<file path="config.mk">
export PLATFORM = sky130hd
export DESIGN_NAME = two_phase_distance_exit_detector_unit
export DESIGN_NICKNAME = d
export VERILOG_FILES = /design/src/rtl/tdpd_pkg.sv /design/src/rtl/two_phase_distance_exit_detector_unit.sv /design/src/rtl/tdpd_cfg.sv /design/src/rtl/tdpd_core.sv
export SDC_FILE = /design/constraint.sdc
export NUM_CORES = 1
export LEC_CHECK = 0
export ABC_CLOCK_PERIOD_IN_PS = 3800
export CAP_MARGIN = 20
export CORE_MARGIN = 3
export CORE_UTILIZATION = 58
export CTS_CLUSTER_SIZE = 28
export DETAILED_ROUTE_END_ITERATION = 7
export DONT_BUFFER_PORTS = 1
export GPL_TIMING_DRIVEN = 0
export PLACE_DENSITY = 0.76
export SYNTH_ARGS = -nofsm -noshare
export SYNTH_HDL_FRONTEND = slang
export SYNTH_HIERARCHICAL = 1
export SYNTH_SLANG_ARGS = --single-unit
</file>
<file path="constraint.sdc">
create_clock -name clk -period 3.8 [get_ports clk]
set_input_delay 0.76 -clock clk [delete_from_list [all_inputs] [get_ports clk]]
set_output_delay 0.76 -clock clk [all_outputs]
set_load 0.01 [all_outputs]
</file>
<file path="src/rtl/tdpd_pkg.sv">
// Shared types and constants for the two-phase distance exit detector.
// No dependencies; used by every module in rtl/.
package tdpd_pkg;

	typedef enum logic [1:0] {
		CMD_START  = 2'd0,
		CMD_SAMPLE = 2'd1,
		CMD_TICK   = 2'd2,
		CMD_EVAL   = 2'd3
	} cmd_t;

	typedef enum logic [1:0] {
		ST_NONE    = 2'd0,
		ST_RUNNING = 2'd1,
		ST_SUCCESS = 2'd2,
		ST_FAILURE = 2'd3
	} status_t;

	typedef enum logic [1:0] {
		EV_NONE     = 2'd0,
		EV_EXITING  = 2'd1,
		EV_OFF_RAIL = 2'd2
	} event_t;

	typedef enum logic [1:0] {
		PH_IDLE     = 2'd0,
		PH_WAIT_LOW = 2'd1,
		PH_EXITING  = 2'd2
	} phase_t;

	// register indexes on the configuration port
	localparam logic [2:0] REG_EXIT_THRESHOLD = 3'd0;
	localparam logic [2:0] REG_OUT_THRESHOLD  = 3'd1;
	localparam logic [2:0] REG_TIMEOUT_TICKS  = 3'd2;
	localparam logic [2:0] REG_STALE_TICKS    = 3'd3;
	localparam logic [2:0] REG_EXIT_CONFIRM   = 3'd4;
	localparam logic [2:0] REG_OUT_CONFIRM    = 3'd5;

	localparam int CFG_IDX_W  = 3;
	localparam int CFG_DATA_W = 24;
	localparam int DIST_W     = 16;
	localparam int AGE_W      = 16;
	localparam int ELAPSED_W  = 24;
	localparam int COUNT_W    = 8;

	// reset values: 120 mm, 160 mm in 1/16 mm; 0.5 s of 1 ms ticks
	localparam logic [DIST_W-1:0]    EXIT_THRESHOLD_RST = 16'd1920;
	localparam logic [DIST_W-1:0]    OUT_THRESHOLD_RST  = 16'd2560;
	localparam logic [ELAPSED_W-1:0] TIMEOUT_TICKS_RST  = 24'd0;
	localparam logic [AGE_W-1:0]     STALE_TICKS_RST    = 16'd500;
	localparam logic [COUNT_W-1:0]   EXIT_CONFIRM_RST   = 8'd2;
	localparam logic [COUNT_W-1:0]   OUT_CONFIRM_RST    = 8'd3;

	typedef struct packed {
		logic [DIST_W-1:0]    exit_threshold;
		logic [DIST_W-1:0]    out_threshold;
		logic [ELAPSED_W-1:0] timeout_ticks;
		logic [AGE_W-1:0]     stale_ticks;
		logic [COUNT_W-1:0]   exit_confirm;
		logic [COUNT_W-1:0]   out_confirm;
	} cfg_t;

	typedef struct packed {
		cmd_t              command;
		logic [DIST_W-1:0] distance;
		logic              sample_bad;
	} item_t;

	typedef struct packed {
		status_t status;
		event_t  rail_event;
	} result_t;

endpackage

</file>
<file path="src/rtl/two_phase_distance_exit_detector_unit.sv">
// Top level of the two-phase distance exit detector: stream ports, input and
// result registers. Depends on tdpd_pkg, tdpd_cfg and tdpd_core.
//
//   channel   dir   handshake                 payload
//   s_*       in    s_tvalid / s_tready       tdata: distance; tuser: command, sample_bad
//   m_*       out   m_tvalid / m_tready       tdata: status, rail_event
//   cfg_*     in    cfg_we (no back-pressure) cfg_index, cfg_data
//
// One command per clock sustained while m_tready stays high. A transfer lands
// in the input register (_s1); once the result register is free or being
// drained, the core runs it, updates the detector state and loads the result
// register (_s2), from which the result is offered. The result register
// is the only stall point: while m_tready is low and a result waits, a
// command in the input register holds there and s_tready drops.
// arst_n clears valids, detector state and restores register defaults.
module two_phase_distance_exit_detector_unit (
	input  logic                              clk,
	input  logic                              arst_n,
	input  logic                              s_tvalid,
	output logic                              s_tready,
	input  logic [15:0]                       s_tdata,   // [15:0] distance
	input  logic [2:0]                        s_tuser,   // [1:0] command, [2] sample_bad
	output logic                              m_tvalid,
	input  logic                              m_tready,
	output logic [7:0]                        m_tdata,   // [1:0] status, [3:2] rail_event, zero
	input  logic                              cfg_we,
	input  logic [tdpd_pkg::CFG_IDX_W-1:0]    cfg_index,
	input  logic [tdpd_pkg::CFG_DATA_W-1:0]   cfg_data
);

	tdpd_pkg::cfg_t    cfg;
	tdpd_pkg::item_t   item_s1;
	tdpd_pkg::result_t res_c;
	tdpd_pkg::result_t res_s2;
	logic              valid_s1;
	logic              valid_s2;
	logic              adv;

	// item in s1 moves on when the result slot is free or being drained
	assign adv      = valid_s1 && (!valid_s2 || m_tready);
	assign s_tready = !valid_s1 || adv;

	always_ff @(posedge clk or negedge arst_n) begin
		if (!arst_n) begin
			valid_s1 <= 1'b0;
		end else if (s_tready) begin
			valid_s1 <= s_tvalid;
		end
	end

	always_ff @(posedge clk) begin
		if (s_tready && s_tvalid) begin
			item_s1.command    <= tdpd_pkg::cmd_t'(s_tuser[1:0]);
			item_s1.sample_bad <= s_tuser[2];
			item_s1.distance   <= s_tdata;
		end
	end

	tdpd_cfg u_cfg (
		.clk       (clk),
		.arst_n    (arst_n),
		.cfg_we    (cfg_we),
		.cfg_index (cfg_index),
		.cfg_data  (cfg_data),
		.cfg       (cfg)
	);

	// state commits only when the command's result is loaded
	tdpd_core u_core (
		.clk    (clk),
		.arst_n (arst_n),
		.en     (adv),
		.item   (item_s1),
		.cfg    (cfg),
		.res    (res_c)
	);

	always_ff @(posedge clk or negedge arst_n) begin
		if (!arst_n) begin
			valid_s2 <= 1'b0;
		end else if (adv) begin
			valid_s2 <= 1'b1;
		end else if (m_tready) begin
			valid_s2 <= 1'b0;
		end
	end

	always_ff @(posedge clk) begin
		if (adv) begin
			res_s2 <= res_c;
		end
	end

	assign m_tvalid = valid_s2;
	assign m_tdata  = {4'b0000, res_s2.rail_event, res_s2.status};

	// off-rail is only ever announced together with success
	a_offrail_success: assert property (@(posedge clk) disable iff (!arst_n)
		valid_s2 && (res_s2.rail_event == tdpd_pkg::EV_OFF_RAIL)
		|-> (res_s2.status == tdpd_pkg::ST_SUCCESS))
		else $error("off-rail event without success status");

	// EXITING is announced while the run continues
	a_exiting_running: assert property (@(posedge clk) disable iff (!arst_n)
		valid_s2 && (res_s2.rail_event == tdpd_pkg::EV_EXITING)
		|-> (res_s2.status == tdpd_pkg::ST_RUNNING))
		else $error("EXITING without running status");

	// a blocked command stays in the input register untouched
	a_s1_hold: assert property (@(posedge clk) disable iff (!arst_n)
		valid_s1 && !adv |=> valid_s1 && $stable(item_s1))
		else $error("input register lost a blocked command");

	// a result only leaves the output register through a transfer
	a_s2_hold: assert property (@(posedge clk) disable iff (!arst_n)
		valid_s2 && !m_tready |=> valid_s2 && $stable(res_s2))
		else $error("result dropped while stalled");

endmodule

</file>
<file path="src/rtl/tdpd_cfg.sv">
// Configuration register file for the exit detector.
// Depends on tdpd_pkg.
module tdpd_cfg (
	input  logic                              clk,
	input  logic                              arst_n,
	input  logic                              cfg_we,
	input  logic [tdpd_pkg::CFG_IDX_W-1:0]    cfg_index,
	input  logic [tdpd_pkg::CFG_DATA_W-1:0]   cfg_data,
	output tdpd_pkg::cfg_t                    cfg
);

	tdpd_pkg::cfg_t cfg_q;

	always_ff @(posedge clk or negedge arst_n) begin
		if (!arst_n) begin
			cfg_q.exit_threshold <= tdpd_pkg::EXIT_THRESHOLD_RST;
			cfg_q.out_threshold  <= tdpd_pkg::OUT_THRESHOLD_RST;
			cfg_q.timeout_ticks  <= tdpd_pkg::TIMEOUT_TICKS_RST;
			cfg_q.stale_ticks    <= tdpd_pkg::STALE_TICKS_RST;
			cfg_q.exit_confirm   <= tdpd_pkg::EXIT_CONFIRM_RST;
			cfg_q.out_confirm    <= tdpd_pkg::OUT_CONFIRM_RST;
		end else if (cfg_we) begin
			unique case (cfg_index)
				tdpd_pkg::REG_EXIT_THRESHOLD: cfg_q.exit_threshold <= cfg_data[15:0];
				tdpd_pkg::REG_OUT_THRESHOLD:  cfg_q.out_threshold  <= cfg_data[15:0];
				tdpd_pkg::REG_TIMEOUT_TICKS:  cfg_q.timeout_ticks  <= cfg_data;
				tdpd_pkg::REG_STALE_TICKS:    cfg_q.stale_ticks    <= cfg_data[15:0];
				tdpd_pkg::REG_EXIT_CONFIRM:   cfg_q.exit_confirm   <= cfg_data[7:0];
				tdpd_pkg::REG_OUT_CONFIRM:    cfg_q.out_confirm    <= cfg_data[7:0];
				default: ; // unused indexes are dropped
			endcase
		end
	end

	assign cfg = cfg_q;

endmodule

</file>
<file path="src/rtl/tdpd_core.sv">
// Detector state and per-command update logic; one command per enabled cycle.
// Depends on tdpd_pkg.
module tdpd_core (
	input  logic              clk,
	input  logic              arst_n,
	input  logic              en,
	input  tdpd_pkg::item_t   item,
	input  tdpd_pkg::cfg_t    cfg,
	output tdpd_pkg::result_t res
);

	tdpd_pkg::phase_t                    phase_q, phase_d;
	logic [tdpd_pkg::COUNT_W-1:0]        low_count_q, low_count_d;
	logic [tdpd_pkg::COUNT_W-1:0]        high_count_q, high_count_d;
	logic [tdpd_pkg::DIST_W-1:0]         latest_q, latest_d;
	logic                                have_q, have_d;
	logic [tdpd_pkg::AGE_W-1:0]          age_q, age_d;
	logic [tdpd_pkg::ELAPSED_W-1:0]      elapsed_q, elapsed_d;

	logic                                cfg_bad;
	logic                                running;
	logic                                timed_out;
	logic                                fresh;
	logic [tdpd_pkg::COUNT_W-1:0]        low_inc, high_inc;

	assign cfg_bad = (cfg.exit_threshold == '0) ||
		(cfg.out_threshold <= cfg.exit_threshold) ||
		(cfg.stale_ticks == '0) || (cfg.exit_confirm == '0) ||
		(cfg.out_confirm == '0);
	assign running   = (phase_q == tdpd_pkg::PH_WAIT_LOW) || (phase_q == tdpd_pkg::PH_EXITING);
	assign timed_out = (cfg.timeout_ticks != '0) && (elapsed_q >= cfg.timeout_ticks);
	assign fresh     = have_q && (age_q <= cfg.stale_ticks);
	// saturating increments of the run counters
	assign low_inc   = (&low_count_q) ? low_count_q : low_count_q + 1'b1;
	assign high_inc  = (&high_count_q) ? high_count_q : high_count_q + 1'b1;

	always_comb begin
		phase_d        = phase_q;
		low_count_d    = low_count_q;
		high_count_d   = high_count_q;
		latest_d       = latest_q;
		have_d         = have_q;
		age_d          = age_q;
		elapsed_d      = elapsed_q;
		res.status     = tdpd_pkg::ST_NONE;
		res.rail_event = tdpd_pkg::EV_NONE;
		unique case (item.command)
			tdpd_pkg::CMD_START: begin
				if (cfg_bad) begin
					phase_d    = tdpd_pkg::PH_IDLE;
					res.status = tdpd_pkg::ST_FAILURE;
				end else begin
					phase_d      = tdpd_pkg::PH_WAIT_LOW;
					low_count_d  = '0;
					high_count_d = '0;
					elapsed_d    = '0;
					res.status   = tdpd_pkg::ST_RUNNING;
				end
			end
			tdpd_pkg::CMD_SAMPLE: begin
				if (!item.sample_bad) begin
					latest_d = item.distance;
					age_d    = '0;
					have_d   = 1'b1;
				end
			end
			tdpd_pkg::CMD_TICK: begin
				age_d     = (&age_q) ? age_q : age_q + 1'b1;
				elapsed_d = (&elapsed_q) ? elapsed_q : elapsed_q + 1'b1;
			end
			tdpd_pkg::CMD_EVAL: begin
				if (!running) begin
					res.status = tdpd_pkg::ST_NONE;
				end else if (timed_out) begin
					phase_d    = tdpd_pkg::PH_IDLE;
					res.status = tdpd_pkg::ST_FAILURE;
				end else begin
					res.status = tdpd_pkg::ST_RUNNING;
					if (fresh) begin
						if (phase_q == tdpd_pkg::PH_WAIT_LOW) begin
							low_count_d = (latest_q <= cfg.exit_threshold) ? low_inc : '0;
							if (low_count_d >= cfg.exit_confirm) begin
								res.rail_event = tdpd_pkg::EV_EXITING;
								phase_d        = tdpd_pkg::PH_EXITING;
								high_count_d   = '0;
							end
						end else begin
							high_count_d = (latest_q >= cfg.out_threshold) ? high_inc : '0;
							if (high_count_d >= cfg.out_confirm) begin
								res.rail_event = tdpd_pkg::EV_OFF_RAIL;
								res.status     = tdpd_pkg::ST_SUCCESS;
								phase_d        = tdpd_pkg::PH_IDLE;
							end
						end
					end
				end
			end
			default: ;
		endcase
	end

	always_ff @(posedge clk or negedge arst_n) begin
		if (!arst_n) begin
			phase_q      <= tdpd_pkg::PH_IDLE;
			low_count_q  <= '0;
			high_count_q <= '0;
			latest_q     <= '0;
			have_q       <= 1'b0;
			age_q        <= '0;
			elapsed_q    <= '0;
		end else if (en) begin
			phase_q      <= phase_d;
			low_count_q  <= low_count_d;
			high_count_q <= high_count_d;
			latest_q     <= latest_d;
			have_q       <= have_d;
			age_q        <= age_d;
			elapsed_q    <= elapsed_d;
		end
	end

endmodule

</file>
==> results.txt <==
----------------------------------------------------
[Outcome]
  Run status ... finished, violations left
  Violations in the final reports ... setup timing

[Critical path]
  Minimum setup slack among reg-to-reg paths ... -0.11 ns
  Startpoint class of the critical path ... flip-flop
  Reg2reg end ... u_core/high_count_q[7]
  Worst Setup End Kind ... flip-flop
  Buffer and inverter count on the worst path ... 4
  Top Family by Delay on Critical Path ... compound AO/OA/AOI/OAI gates
  Max FO, Critical Path ... 5
  Slowest stage cell, crit path ... sky130_fd_sc_hd__dfstp_2
  CP peak stage delay ... approximately 0.55 ns
  Crit path required time ... 4.12 ns
  CP Data Arrival Time ... between 4 and 5 ns
  Most frequent CP cell ... sky130_fd_sc_hd__a21o_1
  Crit Path Category ... reg2reg
  Critical register-to-register path startpoint ... u_cfg/cfg[81]
  Number of cells traversed by the worst register-to-register path ... 17
  Sequence of cells on the critical path ... inv_2 > ha_4 > nand4_1 > buf_4 > a2111oi_4 > buf_6 > buf_6 > or2_4 > nor2_1 > ha_1 > a21o_1 > a21o_1 > a21o_1 > a211o_1 > o221ai_4 > a21oi_4 > mux2_4

[Timing]
  Post-route clock period utilization ... 103.0%
  Setup Viol. Count Final ... 6
  Setup TNS after final layout ... -0.2989 ns
  Maximum clock rate ... 0.2556 GHz
  Slew Limit Fails ... 0
  Minimum hold slack ... 0.02153 ns
  Time the worst path needs with I/O delays and setup ... roughly 3.9 ns
  Clock Skew ... about 0.013 ns
  Hold Vio Cnt, Final ... 0
  RSZ-0062 raised after global routing ... yes
  Final setup slack of the worst path ... -0.1125 ns
  Worst slew slack as a fraction of its limit ... 27.31%
  Worst Max-Slew Pin Slew ... 1.081 ns

[Cells and area]
  Filler cell count in the final layout ... 1,439
  Share of layout cells above drive strength 1 ... 21.79%
  Antenna diode count ... 0
  Final net count ... about 1,300
  Layout Utilization ... 67.29%
  Layout Area Growth over Synthesis ... 11.97%

[Clock tree]
  Max Root-Sink Buffers ... 2
  Clock root cell ... sky130_fd_sc_hd__clkbuf_16
  Count of clock tree sinks ... ~190
  Clock Latency Late Sink ... roughly 0.44 ns
  TritonCTS clock tree ... done
  TritonCTS Buffers ... 17
  Htree depth ... 4
  Clock input transition at the sequential cells of the worst setup and hold paths ... approximately 0.080 ns

[Drt]
  Detail-routed via count per cell ... 6.178
  DRC errors left ... 0
  Post-DRT Antenna Nets ... 0
  Router iterations before antenna repair ... 6
  Post-detailed-routing wire length ... between 20 and 30 mm
  1st-iter DRT viols ... ~660
  Routed len/inst ... ~20 µm
  Vias after detailed routing ... between 8,000 and 9,000

[Global route]
  Met2 routing resource usage after global routing ... about 40%
  Via count of the first global-routing pass ... between 8,000 and 9,000
  Initial antenna violation count ... 0
  Sum of overflow across all layers after global routing ... 0
  Grt peak-use layer ... met2
  Pin count of the biggest net entering global routing ... around 170
  Met1 usage ... 34.85%
  Global-route wire length before repair ... ~44 mm
  Routing usage on met3 ... 6.487%
  Overall global routing resource usage ... 26.03%

[Place]
  HPWL Detailed ... between 15 and 20 mm
  PortBufs ... 0
  Weighted congestion reported at the end of routability-driven placement ... ~0.93
  Placement-stage worst setup slack ... -0.5960 ns

[Logic synthesis]
  Adder and majority gate portion of the synthesized area ... about an eighth
  Number of enable flip-flop cells after synthesis ... 23
  Top FF cell, synth ... sky130_fd_sc_hd__dfrtp_1
  Biggest area consumer among synthesized cells ... sky130_fd_sc_hd__dfrtp_1
  Dominant combinational cell family by area after synthesis ... simple AND/OR/NAND/NOR gates
  Post-Syn Instances ... 1,095
  Post-Synthesis Cell Area ... ~11,000 µm²
  Count of state elements after synthesis ... around 190
  Complex-gate fraction of the synthesized area ... between 10% and 20%
  Share of synthesized cell area in and, or, nand and nor gates ... around 16%
  Xor/xnor share of the synthesized area ... less than 1%
  Average cell area after synthesis ... around 10 µm²
  Yosys top cell area share ... between 30% and 40%
  Synth cell count leaders ... sky130_fd_sc_hd__dfrtp_1, sky130_fd_sc_hd__ha_1, sky130_fd_sc_hd__inv_1
  Most frequently used cell type in the post-synthesis netlist ... sky130_fd_sc_hd__dfrtp_1
  Proportion of register bits with asynchronous set or reset after synthesis ... about 88%
  Sequential fraction of the synthesis area ... 42.33%
  Mux share of post-synthesis cell area ... between 10 and 15%
  Top area cells in the synthesized netlist ... sky130_fd_sc_hd__dfrtp_1, sky130_fd_sc_hd__ha_1, sky130_fd_sc_hd__mux2_2
  Unique masters post-synth ... between 70 and 80
  YS warnings ... 6

[Die]
  Overall die height ... roughly 150 µm
  Starting utilization of the core area ... approximately 60%
  Std-Cell Rows ... 50
  Core outline area ... roughly 19,000 µm²
  Width of the chip ... 146.4 µm
  Area of the die ... about 21,000 µm²
  Top Ports ... between 60 and 70

[Power and ir drop]
  Ratio of total power to cell area ... around 530 nW/µm²
  Maximum vdd ir drop ... between 0.4 and 0.5 mV
  Leakage power of the design ... around 0.0057 µW
  Post-route total power ... a little under 7000 µW

[Worst hold path]
  Min-delay worst type ... in2async

[Flow run]
  Max Cap Violations ... 0

----------------------------------------------------
-- final cells by class --
cell class,instances,area [µm²],share of cell area (%)
clock buffers,20,457.9,3.578
flip-flops and latches,188,4838,37.81
inverters,107,401.6,3.138
plain buffers,35,235.2,1.838
well taps,260,325.3,2.542
clock inverters,12,148.9,1.163
multi-input cells,768,6211,48.53
repair buffers,22,178.9,1.398
-- layer usage --
layer	routed length, µm	vias to the layer above
li1	-	4079
met1	12010	4227
met2	12820	339
met3	2008	79
met4	1187	0
met5	0	-
-- cells in the final DEF, fill, tap and decap left out, drive strengths merged, types with 41 or more instances in the layout --
cell / instances
dfrtp: 150
ha: 113
inv: 113
mux2: 107
nand2: 92
nor2: 48
o21ai: 48
a21oi: 46
buf: 45
nand3: 41
-- timing repair --
| item | 4_1_cts | 5_1_grt |
|---|---|---|
| pin swaps | 11 | 17 |
| endpoints found under the hold margin | 0 | 3 |
| gates resized for setup | 28 | 24 |
| hold buffers | 0 | 1 |
| setup endpoints to repair | 14 | 12 |
| buffers inserted | 14 | 7 |
-- how the worst max path moves through the flow --
stage | startpoint | endpoint | slack (ns) | cells past startpoint
after global routing | u_cfg/cfg[81] | u_core/high_count_q[3] | -0.17 | 17
after global placement | u_cfg/cfg[79] | u_core/high_count_q[7] | -0.58 | 15
after floorplan | u_cfg/cfg[81] | u_core/high_count_q[7] | 0.18 | 15
final | u_cfg/cfg[81] | u_core/high_count_q[7] | -0.11 | 17
after detailed placement | u_cfg/cfg[79] | u_core/high_count_q[7] | -0.60 | 15
after CTS | u_cfg/cfg[85] | u_core/high_count_q[7] | -0.04 | 16
-- power by group --
part / switching (µW) / internal, µW
Combinational: 1160 / 992
Sequential: 347 / 2420
Clock: 859 / 979
-- state kept, by name, indices dropped and copies added, names as in the netlist, 2 cells and up --
| register | flops |
|---|---|
| u_cfg/cfg | 88 |
| u_core/elapsed_q | 24 |
| item_s1 | 19 |
| u_core/age_q | 16 |
| u_core/latest_q | 16 |
| u_core/high_count_q | 8 |
| u_core/low_count_q | 8 |
| m_tdata | 4 |
| u_core/phase_q | 2 |
-- metrics by stage --
| stage | instance area [µm²] | instances |
|---|---|---|
| global route | 12800 | 1412 |
| CTS | 12640 | 1404 |
| finish | 12800 | 1412 |
| floorplan | 11440 | 1098 |
| global placement | 11770 | 1358 |
| detailed placement | 11770 | 1358 |
-- logic make-up after synthesis --
| group | after synthesis |
|---|---|
| AOI/OAI and AO/OA | 189 |
| xor gates and xnor gates | 13 |
| adders and majority gates | 113 |
| buffers and inverters | 142 |
| DFF | 188 |
| muxes | 116 |
| other | 1 |
| and+or+nand+nor | 333 |
Note: power is estimated with default switching activity, not from simulation.
